[src/hdl/uarttxq_pkg.sv]
package uarttxq_pkg;

  // slot life cycle
  typedef enum logic [1:0] {
    ST_EMPTY = 2'd0,
    ST_READY = 2'd1,
    ST_BUSY  = 2'd2,
    ST_FILL  = 2'd3
  } slot_status_t;

  // input word kinds, carried on tuser
  localparam logic ACT_BYTE     = 1'b0;
  localparam logic ACT_TX_EMPTY = 1'b1;

  localparam int unsigned OUT_SLOT_W = 2;
  localparam int unsigned BYTE_W     = 8;

  // result word, lowest field last so that accepted sits in bit 0
  typedef struct packed {
    logic                  tx_int_enable;
    logic                  freed;
    logic [BYTE_W-1:0]     tx_byte;
    logic                  tx_valid;
    logic [OUT_SLOT_W-1:0] slot;
    logic                  rejected;
    logic                  accepted;
  } result_t;

  localparam int unsigned RESULT_W = $bits(result_t);
  localparam int unsigned M_DATA_W = ((RESULT_W + 7) / 8) * 8;

endpackage

[src/hdl/uarttxq_ram.sv]
module uarttxq_ram #(
  parameter int unsigned WIDTH = 8,
  parameter int unsigned DEPTH = 256,
  localparam int unsigned AW = (DEPTH > 1) ? $clog2(DEPTH) : 1
) (
  input  logic             clk,
  input  logic             wr_en,
  input  logic [AW-1:0]    wr_addr,
  input  logic [WIDTH-1:0] wr_data,
  input  logic             rd_en,
  input  logic [AW-1:0]    rd_addr,
  output logic [WIDTH-1:0] rd_data
);

  logic [WIDTH-1:0] mem [DEPTH];

  always_ff @(posedge clk) begin
    if (wr_en) begin
      mem[wr_addr] <= wr_data;
    end
    if (rd_en) begin
      rd_data <= mem[rd_addr];
    end
  end

endmodule

[src/hdl/uart_tx_buffer_pool_queue.sv]
// Transmit message queue over a pool of NUM_SLOTS buffers of SLOT_BYTES bytes each.
// Input channel (s_*): s_tuser = 0 carries one message byte in s_tdata[7:0], with
// s_tlast on the final byte of the message; s_tuser = 1 is a transmitter-empty
// event, the byte lanes are ignored. The first byte of a message takes the lowest
// free slot; with no free slot the message is dropped and flagged rejected on its
// last byte. Bytes past SLOT_BYTES are discarded. Each event returns the next byte
// of the head message, or frees the head slot once its bytes are all sent.
// Output channel (m_*): exactly one word per input word, in order.
// Each result is registered in a first stage and then in the output stage that drives
// m_tdata; the extra stage covers the registered RAM read.
// Throughput: one word per cycle, both channels, as long as m_tready does not stall the
// output; set by the single RAM read port and the combinational slot search.
// Reset clears slot states, queue pointers and both pipeline stages; buffer
// contents, lengths and links are not cleared and are only read once written.
// When m_tready is low the output word holds, the stage in front of it fills,
// and s_tready drops only once both stages are occupied.
module uart_tx_buffer_pool_queue #(
  parameter int unsigned NUM_SLOTS  = 4,
  parameter int unsigned SLOT_BYTES = 64
) (
  input  logic                         clk,
  input  logic                         rst,
  input  logic                         s_tvalid,
  output logic                         s_tready,
  input  logic [7:0]                   s_tdata,  // data_byte
  input  logic                         s_tlast,  // last_byte
  input  logic                         s_tuser,  // action
  output logic                         m_tvalid,
  input  logic                         m_tready,
  // accepted, rejected, slot[1:0], tx_valid, tx_byte[7:0], freed, tx_int_enable, pad
  output logic [uarttxq_pkg::M_DATA_W-1:0] m_tdata
);
  import uarttxq_pkg::*;

  localparam int unsigned SLOT_W = (NUM_SLOTS > 1) ? $clog2(NUM_SLOTS) : 1;
  localparam int unsigned CNT_W  = $clog2(SLOT_BYTES + 1);
  localparam int unsigned DEPTH  = NUM_SLOTS * SLOT_BYTES;
  localparam int unsigned ADDR_W = (DEPTH > 1) ? $clog2(DEPTH) : 1;

  slot_status_t            status      [NUM_SLOTS];
  slot_status_t            status_next [NUM_SLOTS];
  logic [CNT_W-1:0]        len         [NUM_SLOTS];
  logic [CNT_W-1:0]        len_next    [NUM_SLOTS];
  logic [SLOT_W-1:0]       link        [NUM_SLOTS];
  logic [SLOT_W-1:0]       link_next   [NUM_SLOTS];
  logic [SLOT_W-1:0]       head, head_next;
  logic [SLOT_W-1:0]       tail, tail_next;
  logic                    queue_nonempty, queue_nonempty_next;
  logic [CNT_W-1:0]        sent_count, sent_count_next;
  logic [SLOT_W-1:0]       fill_slot, fill_slot_next;
  logic [CNT_W-1:0]        fill_count, fill_count_next;
  logic                    filling, filling_next;
  logic                    dropping, dropping_next;

  logic                    accept;
  logic                    a_valid;
  result_t                 a_res, res;
  result_t                 a_out;
  logic                    a_adv;
  logic                    b_ready;
  logic                    b_valid;
  result_t                 b_res;

  logic                    wr_en, rd_en;
  logic [ADDR_W-1:0]       wr_addr, rd_addr;
  logic [BYTE_W-1:0]       rd_data;
  logic                    found;
  logic [SLOT_W-1:0]       free_idx;
  logic                    any_queued;

  function automatic logic [ADDR_W-1:0] buf_addr(input logic [SLOT_W-1:0] s,
                                                 input logic [CNT_W-1:0] c);
    buf_addr = ADDR_W'(ADDR_W'(s) * ADDR_W'(SLOT_BYTES) + ADDR_W'(c));
  endfunction

  function automatic logic [OUT_SLOT_W-1:0] slot_out(input logic [SLOT_W-1:0] s);
    logic [SLOT_W+OUT_SLOT_W-1:0] wide;
    wide = {{OUT_SLOT_W{1'b0}}, s};
    slot_out = wide[OUT_SLOT_W-1:0];
  endfunction

  assign b_ready  = !b_valid || m_tready;
  assign a_adv    = a_valid && b_ready;
  assign s_tready = !a_valid || b_ready;
  assign accept   = s_tvalid && s_tready;

  // lowest-numbered empty slot
  always_comb begin
    found    = 1'b0;
    free_idx = '0;
    for (int i = NUM_SLOTS - 1; i >= 0; i--) begin
      if (status[i] == ST_EMPTY) begin
        found    = 1'b1;
        free_idx = SLOT_W'(i);
      end
    end
  end

  always_comb begin
    logic [SLOT_W-1:0] fs;
    logic [CNT_W-1:0]  fc;
    logic              fl;
    logic              dr;
    status_next         = status;
    len_next            = len;
    link_next           = link;
    head_next           = head;
    tail_next           = tail;
    queue_nonempty_next = queue_nonempty;
    sent_count_next     = sent_count;
    fill_slot_next      = fill_slot;
    fill_count_next     = fill_count;
    filling_next        = filling;
    dropping_next       = dropping;
    res                 = '0;
    wr_en               = 1'b0;
    wr_addr             = '0;
    rd_en               = 1'b0;
    rd_addr             = buf_addr(head, sent_count);
    fs                  = fill_slot;
    fc                  = fill_count;
    fl                  = filling;
    dr                  = dropping;
    if (accept) begin
      if (s_tuser == ACT_BYTE) begin
        if (!fl && !dr) begin
          if (found) begin
            fl                    = 1'b1;
            fs                    = free_idx;
            fc                    = '0;
            status_next[free_idx] = ST_FILL;
          end else begin
            dr = 1'b1;
          end
        end
        if (fl) begin
          if (fc < CNT_W'(SLOT_BYTES)) begin
            wr_en   = 1'b1;
            wr_addr = buf_addr(fs, fc);
            fc      = CNT_W'(fc + 1'b1);
          end
          if (s_tlast) begin
            len_next[fs]    = fc;
            status_next[fs] = ST_READY;
            if (queue_nonempty) begin
              link_next[tail] = fs;
            end else begin
              head_next           = fs;
              sent_count_next     = '0;
              queue_nonempty_next = 1'b1;
            end
            tail_next    = fs;
            res.accepted = 1'b1;
            res.slot     = slot_out(fs);
            fl           = 1'b0;
            fc           = '0;
          end
        end else if (s_tlast) begin
          res.rejected = 1'b1;
          dr           = 1'b0;
        end
        fill_slot_next  = fs;
        fill_count_next = fc;
        filling_next    = fl;
        dropping_next   = dr;
      end else if (queue_nonempty) begin
        if (sent_count < len[head]) begin
          status_next[head] = ST_BUSY;
          res.tx_valid      = 1'b1;
          rd_en             = 1'b1;
          sent_count_next   = CNT_W'(sent_count + 1'b1);
        end else begin
          // head message done: free its slot and move on
          status_next[head] = ST_EMPTY;
          res.freed         = 1'b1;
          res.slot          = slot_out(head);
          sent_count_next   = '0;
          if (head == tail) begin
            queue_nonempty_next = 1'b0;
          end else begin
            head_next = link[head];
          end
        end
      end
      res.tx_int_enable = queue_nonempty_next;
    end
  end

  uarttxq_ram #(
    .WIDTH (BYTE_W),
    .DEPTH (DEPTH)
  ) u_buf (
    .clk     (clk),
    .wr_en   (wr_en),
    .wr_addr (wr_addr),
    .wr_data (s_tdata),
    .rd_en   (rd_en),
    .rd_addr (rd_addr),
    .rd_data (rd_data)
  );

  always_ff @(posedge clk) begin
    if (rst) begin
      for (int i = 0; i < NUM_SLOTS; i++) begin
        status[i] <= ST_EMPTY;
      end
      head           <= '0;
      tail           <= '0;
      queue_nonempty <= 1'b0;
      sent_count     <= '0;
      fill_slot      <= '0;
      fill_count     <= '0;
      filling        <= 1'b0;
      dropping       <= 1'b0;
      a_valid        <= 1'b0;
      b_valid        <= 1'b0;
    end else begin
      status         <= status_next;
      head           <= head_next;
      tail           <= tail_next;
      queue_nonempty <= queue_nonempty_next;
      sent_count     <= sent_count_next;
      fill_slot      <= fill_slot_next;
      fill_count     <= fill_count_next;
      filling        <= filling_next;
      dropping       <= dropping_next;
      if (accept) begin
        a_valid <= 1'b1;
      end else if (a_adv) begin
        a_valid <= 1'b0;
      end
      if (a_adv) begin
        b_valid <= 1'b1;
      end else if (m_tready) begin
        b_valid <= 1'b0;
      end
    end
  end

  // ram read data holds until the next word is taken in
  always_comb begin
    a_out         = a_res;
    a_out.tx_byte = a_res.tx_valid ? rd_data : '0;
  end

  // lengths, links and result payloads need no reset
  always_ff @(posedge clk) begin
    len  <= len_next;
    link <= link_next;
    if (accept) begin
      a_res <= res;
    end
    if (a_adv) begin
      b_res <= a_out;
    end
  end

  assign m_tvalid = b_valid;
  assign m_tdata  = M_DATA_W'(b_res);

  always_comb begin
    any_queued = 1'b0;
    for (int i = 0; i < NUM_SLOTS; i++) begin
      if (status[i] == ST_READY || status[i] == ST_BUSY) begin
        any_queued = 1'b1;
      end
    end
  end

  a_fill_drop_excl: assert property (@(posedge clk) disable iff (rst)
    !(filling && dropping))
    else $error("filling and dropping at once");

  a_empty_queue: assert property (@(posedge clk) disable iff (rst)
    !queue_nonempty |-> !any_queued)
    else $error("slot queued while queue is empty");

  a_one_event: assert property (@(posedge clk) disable iff (rst)
    a_valid |-> !((a_res.accepted || a_res.rejected) && (a_res.tx_valid || a_res.freed)))
    else $error("byte and event results mixed in one word");

  a_idle_event: assert property (@(posedge clk) disable iff (rst)
    accept && s_tuser == ACT_TX_EMPTY && !queue_nonempty
      |=> !a_res.tx_valid && !a_res.freed && !a_res.tx_int_enable)
    else $error("event on empty queue produced output");

  a_byte_zero: assert property (@(posedge clk) disable iff (rst)
    b_valid && !b_res.tx_valid |-> b_res.tx_byte == '0)
    else $error("tx byte set without tx valid");

endmodule

[config.mk]
export PLATFORM = sky130hd
export DESIGN_NAME = uart_tx_buffer_pool_queue
export DESIGN_NICKNAME = d
export VERILOG_FILES = /design/src/hdl/uarttxq_pkg.sv /design/src/hdl/uarttxq_ram.sv /design/src/hdl/uart_tx_buffer_pool_queue.sv
export SDC_FILE = /design/constraint.sdc
export NUM_CORES = 2
export LEC_CHECK = 0
export ABC_AREA = 1
export ABC_CLOCK_PERIOD_IN_PS = 3500
export BUFFER_PORTS_ARGS = -buffer_cell sky130_fd_sc_hd__buf_2
export CORE_ASPECT_RATIO = 1.2
export CORE_UTILIZATION = 45
export DETAILED_ROUTE_END_ITERATION = 6
export HOLD_SLACK_MARGIN = 0.08
export PLACE_DENSITY = 0.71
export SKIP_LAST_GASP = 1
export SLEW_MARGIN = 40
export SYNTH_ARGS = -nofsm -noshare
export SYNTH_HDL_FRONTEND = slang
export SYNTH_HIERARCHICAL = 1
export SYNTH_SLANG_ARGS = --single-unit
[constraint.sdc]
create_clock -name clk -period 3.5 [get_ports clk]
set_clock_uncertainty 0.15 [all_clocks]
set_input_delay 0.175 -clock clk [delete_from_list [all_inputs] [get_ports clk]]
set_output_delay 0.175 -clock clk [all_outputs]
set_load 0.02 [all_outputs]
Word-level counts from Yosys, hierarchy flattened --
Memory sizes are Yosys's and may differ from the RTL's. A register that Yosys moved wholly into a read port is not among the register bits. Index checks and enable logic that the tools add are counted.
Operators by class: $add $sub $neg 4, $lt $le $gt $ge 10, equality and inequality tests 5, mux-type cells 103, bitwise gates (word level) 15, reductions and logical operators 30
Operators by type and width (count):
- 7-bit two-way mux | 19
- 8-bit two-way mux | 13
- 2-bit two-way mux | 26
- 1-bit two-way mux | 36
- 28-bit bitwise mux | 1
- 8-bit by 7-bit adder with 8-bit output | 2
- 2-bit demux with 2-bit select | 4
- 7-bit by 1-bit adder with 7-bit output, second input constant | 2
- 7-bit binary-select mux with 2-bit select | 1
- 7-bit demux with 2-bit select | 1
- 3-bit greater-or-equal comparator, second input constant | 4
- 3-bit by 1-bit < comparator with 1-bit output, second input constant | 4
- 2-bit inverter with 3-bit output | 4
- 5-bit AND reduction | 2
- 4-bit bitwise AND | 2
- 8-bit bitwise AND | 1
- 8-bit bitwise mux | 1
- 2-bit zero test | 4
- 4-bit inverter | 2
- 8-bit inverter | 1
- 4-bit bitwise OR | 2
- 8-bit bitwise OR | 1
- 2-bit nonzero test | 4
- 1-bit logical AND | 7
- other kinds (13) | 23
Word-level totals: register bits after elaboration 91, bits in writable memories 2048, input port bits 14, output and inout port bits 18, logic and storage cells 203, memories 1
Memories:
- u_buf.mem | depth 256, width 8, rd ports 1, clocked after memory_dff 1, write ports 1, line uarttxq_ram.sv:15 | logic [WIDTH-1:0] mem [DEPTH];

Logic depth before layout (Yosys ltp) --
depth after elaboration 19, gate-level depth with buffers 17, depth with buffers taken out 16

Modules after synthesis --
Netlist, hierarchy kept.
By module, submodules not included:
- uarttxq_ram | times used 1, cells each 7003, area an instance 83476.3 um2, seq. area each 61739.2 um2
- uart_tx_buffer_pool_queue | times used 1, cells each 470, area an instance 4317.9 um2, seq. area each 2402.3 um2

Worst setup path before layout --
Ideal clock, no wire load.
path kind reg-to-reg, start register b_valid, in the netlist m_tvalid, end memory u_buf.mem[150][0] (enable), setup time 370 ps, arrival 2692 ps, setup slack 288 ps, cell stages (with the launch flop) 13, cells stage by stage dfxtp_1 nand3_1 nand2_2 nor2_2 nand2_2 inv_1 nand2_1 nor3_1 inv_1 nor2_1 nand3_1 clkbuf_1 nor2_1
Between the ends: elaborated cells between the ends (all ways) 8, classes of those cells 4 x mux; 4 x reduce/logical
RTL lines:
- from (decl) | line uart_tx_buffer_pool_queue.sv:61 | logic b_valid;
- from (signal assigned) | line uart_tx_buffer_pool_queue.sv:216 | b_valid <= 1'b0;
- from (signal assigned) | line uart_tx_buffer_pool_queue.sv:233 | b_valid <= 1'b1;
- from (signal assigned) | line uart_tx_buffer_pool_queue.sv:235 | b_valid <= 1'b0;
- 1-bit zero test | line uart_tx_buffer_pool_queue.sv:82 | assign b_ready = !b_valid || m_tready;
- 1-bit logical OR | line uart_tx_buffer_pool_queue.sv:82
- 1-bit logical OR | line uart_tx_buffer_pool_queue.sv:84 | assign s_tready = !a_valid || b_ready;
- net s_tready | line uart_tx_buffer_pool_queue.sv:24 | output logic s_tready,
- 1-bit logical AND | line uart_tx_buffer_pool_queue.sv:85 | assign accept = s_tvalid && s_tready;
- 8-bit two-way mux | line uart_tx_buffer_pool_queue.sv:124 | if (accept) begin
- net wr_addr[4] | line uart_tx_buffer_pool_queue.sv:65 | logic [ADDR_W-1:0] wr_addr, rd_addr;
- to (decl) | line uarttxq_ram.sv:15
The timed path passes the listed nets, and every way through them passes these cells.

Worst setup path in the final report --
start register status[2] (netlist bit), end memory u_buf.mem[105][6] (enable)
Between the ends: elaborated cells between the ends (all ways) 31, classes of those cells 1 x add/sub; 1 x order compare; 28 x mux; 1 x reduce/logical
RTL lines:
- from (decl) | line uart_tx_buffer_pool_queue.sv:40 | slot_status_t status [NUM_SLOTS];
- from (signal assigned) | line uart_tx_buffer_pool_queue.sv:218 | status <= status_next;
- 2-bit zero test (*) | line uart_tx_buffer_pool_queue.sv:92 | if (status[i] == ST_EMPTY) begin
- 1-bit two-way mux (*) (3 in series) | line uart_tx_buffer_pool_queue.sv:92
- 7-bit two-way mux | line uart_tx_buffer_pool_queue.sv:127 | if (found) begin
- 7-bit two-way mux | line uart_tx_buffer_pool_queue.sv:126 | if (!fl && !dr) begin
- 7-bit two-way mux | line uart_tx_buffer_pool_queue.sv:125 | if (s_tuser == ACT_BYTE) begin
- 7-bit two-way mux | line uart_tx_buffer_pool_queue.sv:124
- 8-bit by 7-bit adder with 8-bit output / 7-bit < comparator (equally long branches) | line uart_tx_buffer_pool_queue.sv:73, uart_tx_buffer_pool_queue.sv:137
- 8-bit two-way mux | line uart_tx_buffer_pool_queue.sv:137 | if (fc < CNT_W'(SLOT_BYTES)) begin
- 8-bit two-way mux (*) | line uart_tx_buffer_pool_queue.sv:136 | if (fl) begin
- 8-bit two-way mux (*) | line uart_tx_buffer_pool_queue.sv:125
- 8-bit two-way mux (*) | line uart_tx_buffer_pool_queue.sv:124
- net wr_addr[0] | line uart_tx_buffer_pool_queue.sv:65
Mark *: on every way through the listed nets, which the timed path passes. The rest lies on a longest branch. The select of a mux whose other input is x is not followed.

==> run_results.csv <==
group,metric,value,unit
clocking,cts_root_buf,"clkbuf_16",
floorplanning,pin_count,32,
global_route,grt_pass1_wl,348000,µm
yosys,seq_area_frac_synth,73.1,%
place,dpl.cell_count,9920,
yosys,synth-main-ff-cell,"edfxtp_1",
yosys,ys_warn_count,6,
place,portBuffers,30,
power,power.density,532,nW/µm²
cells_and_area,syn_to_final_growth,12.7,%
yosys,ys_ff_latch,2147,
routing,firstDrtPassIters,6,
yosys,postSynthCellCount,7473,
sta,whs,0.162,ns
routing,wirelength,234000,µm
run_status,status,"finished clean",
worst_setup_path,start_kind,"flip-flop",
yosys,syn_area_per_cell,11.7,µm²
global_route,grtUsageTotal,23.6,%
yosys,synth_top_family_by_area,"simple AND/OR/NAND/NOR gates",
sta,drv_slew,0,
yosys,synth_xor_area_share,0.0983,%
routing,routed-via-count,58800,
worst_setup_path,required,3.84,ns
place,preCtsSetupSlack,-0.155,ns
yosys,synth_edf_count,2114,
yosys,async_flop_share,0,%
floorplanning,die_y,486,µm
worst_setup_path,endpoint_kind,"flip-flop",
global_route,grt_max_degree,181,
yosys,synth_compound_area_share,0.485,%
sta,maxSlewHeadroom,40.0,%
worst_setup_path,critPathMaxFanout,13,
yosys,synthAdderAreaFrac,0.143,%
floorplanning,num_rows,177,
yosys,synth.distinct_cells,45,
yosys,muxShareOfSynthArea,0,%
yosys,yosys.area_share.simple,22.9,%
sta,tightest_slew,0.899,ns
flow_run,cap_violations,0,
worst_setup_path,worst-setup-path-type,"reg -> reg",
global_route,grt_pass1_vias,57100,
clocking,cts-htree-levels,4,
floorplanning,dieArea,197000,µm²
routing,drt-vias-per-instance,5.71,
cells_and_area,final_nets,7568,
sta,worst_slack,0.126,ns
place,gp_congestion,0.956,
sta,rsz0062_at_grt,"true",
clocking,cts_tree,"done",
floorplanning,initial_utilization,45.3,%
power,peakVddDrop,468,µV
sta,finalCriticalPeriod,3.37,ns
cells_and_area,drive_gt1_share,9.61,%
routing,drcViolationCount,0,
clocking,worstSkewPairLatency,0.85,ns
place,dpl.hpwl,141000,µm
yosys,synth_area_leaders,"edfxtp_1 72%, nand3_1 12%, nand2_1 9.5%",
clocking,clkTransAtPathRegs,0.06,ns
floorplanning,fp.dieW,405,µm
sta,period_share,96.4,%
sta,final-hold-violation-count,0,
routing,first_iter_violations,7713,
routing,antenna_left,0,
worst_setup_path,crit_arrival,3.72,ns
yosys,syn_nets,7497,
cells_and_area,fin_cells,10300,
sta,fmax,0.296,GHz
yosys,synth.top_cell.area_share,72.3,%
floorplanning,core_area,194000,µm²
worst_hold_path,hold_path.class,"in -> reg",
global_route,antenna_found_initial,3,
global_route,grt-ovfl-total,0,
yosys,mappedNetlistArea,87800,µm²
power,p_leak,34.3,nW
clocking,cts_buffers,197,
clocking,cts_num_sinks,2147,
sta,setup_viol,0,
yosys,synth_area_leader_cell,"edfxtp_1",
clocking,clockBufferDepth,3,
routing,wl_per_cell,22.7,µm
-- cell families (layout without fill, tap and decap cells) --
logic type                 Yosys count  in the layout
AOI/OAI and AO/OA                   71             71
xor gates and xnor gates             9              9
adders and majority gates           10             10
buffers and inverters              596            826
DFF                               2147           2147
other                                1              5
and+or+nand+nor                   4639           4639
-- Yosys cell counts, types with 3 or more instances --
master	instances
nand2_1	2230
edfxtp_1	2114
nand3_1	2046
nor2_1	323
buf_2	270
clkbuf_1	118
inv_1	91
buf_4	47
buf_1	40
a21oi_1	35
dfxtp_1	33
buf_6	16
o21ai_0	13
ha_1	10
nor2_2	10
nor3_1	9
a221oi_1	7
a22o_1	6
inv_2	6
nand2_2	6
xnor2_1	4
xor2_1	4
inv_4	3
nand4_1	3
-- critical path: stages (launching register included) --
cell,delay [ns]
dfxtp_1,0.36
nor2_1,0.06
nor2_2,0.13
nand2_2,0.11
nand2_4,0.20
inv_4,0.08
nor2_1,0.17
ha_1,0.18
nand2_1,0.06
nor2_2,0.21
inv_1,0.08
nor2_1,0.08
inv_1,0.09
nor2_1,0.30
nand2_1,0.16
buf_12,0.23
nor2_2,0.37
-- metal layers --
layer	vias to the layer above	global-route usage (%)	part of all wire, %
met3	632	4.22	9.1
li1	26600	-	-
met4	0	12.5	5.6
met1	28500	29.3	37
met2	3119	39.1	49
met5	-	0	0
-- per-stage QoR --
| step | util [%] | cell area, µm² | setup TNS (ns) | total power, mW |
|---|---|---|---|---|
| final | 51.1 | 98900 | 0 | 52.6 |
| after global routing | 51.1 | 98900 | -6.47 | 54.0 |
| after CTS | 51.0 | 98700 | 0 | 52.8 |
| after detailed placement | 47.6 | 92200 | -3.74 | 31.8 |
| after global placement | 47.6 | 92100 | -1.78 | 31.7 |
| after floorplan | - | 87800 | 0 | 30.6 |
-- cell usage in the layout (no fill, tap or decap), types with 77 or more instances in the layout --
cell type and n:
nand2_1 2230, edfxtp_1 2114, nand3_1 2046, nor2_1 250
buf_4 240, clkbuf_16 200, inv_1 87, nor2_2 77
buf_12 77
-- report_power, final --
part,internal (mW),switching (mW)
Combinational,0.769,2.26
Sequential,28.3,0.0395
Clock,12.1,9.20
Total,41.1,11.5
-- timing repair --
| item | CTS | global route |
|---|---|---|
| gates resized for setup | 12 | 68 |
| buffers inserted | 0 | 1 |
| hold buffers | 19 | 0 |
| endpoints found under the setup margin | 90 | 948 |
| endpoints found under the hold margin | 1941 | 0 |
-- worst paths after layout --
check / start / endpoint / slack [ns] / depth (start not counted)
worst max-delay path: status[2]$_SDFFE_PP0P_ / u_buf/mem[105][6]$_DFFE_PP_ / 0.13 / 16
worst min-delay path: s_tlast / fill_count[0]$_SDFFE_PP0P_ / 0.16 / 5
worst max register to register: status[2]$_SDFFE_PP0P_ / u_buf/mem[105][6]$_DFFE_PP_ / 0.13 / 16
worst min register to register: a_out[2]$_DFFE_PP_ / m_tdata[2]$_DFFE_PP_ / 0.28 / 0
-- state kept, by name, indices dropped and copies added (netlist names), 4 cells and up, named ones only --
| register | count |
|---|---|
| u_buf/rd_data | 8 |
| sent_count | 7 |
| len | 28 |
| m_tdata | 15 |
| a_out | 7 |
| fill_count | 7 |
| link | 8 |
| status | 4 |
| u_buf/mem | 2048 |
-- area by class of cell --
type | count | area (µm²)
Timing Repair Buffer | 366 | 3760
Tap cell | 2595 | 3250
Multi-Input combinational cell | 4730 | 21000
Clock buffer | 245 | 5180
Inverter | 102 | 425
Clock inverter | 113 | 1180
Fill cell | 16100 | 94800
Sequential cell | 2147 | 64200
Antenna cell | 4 | 10.0
(Power assumes the default switching activity.)
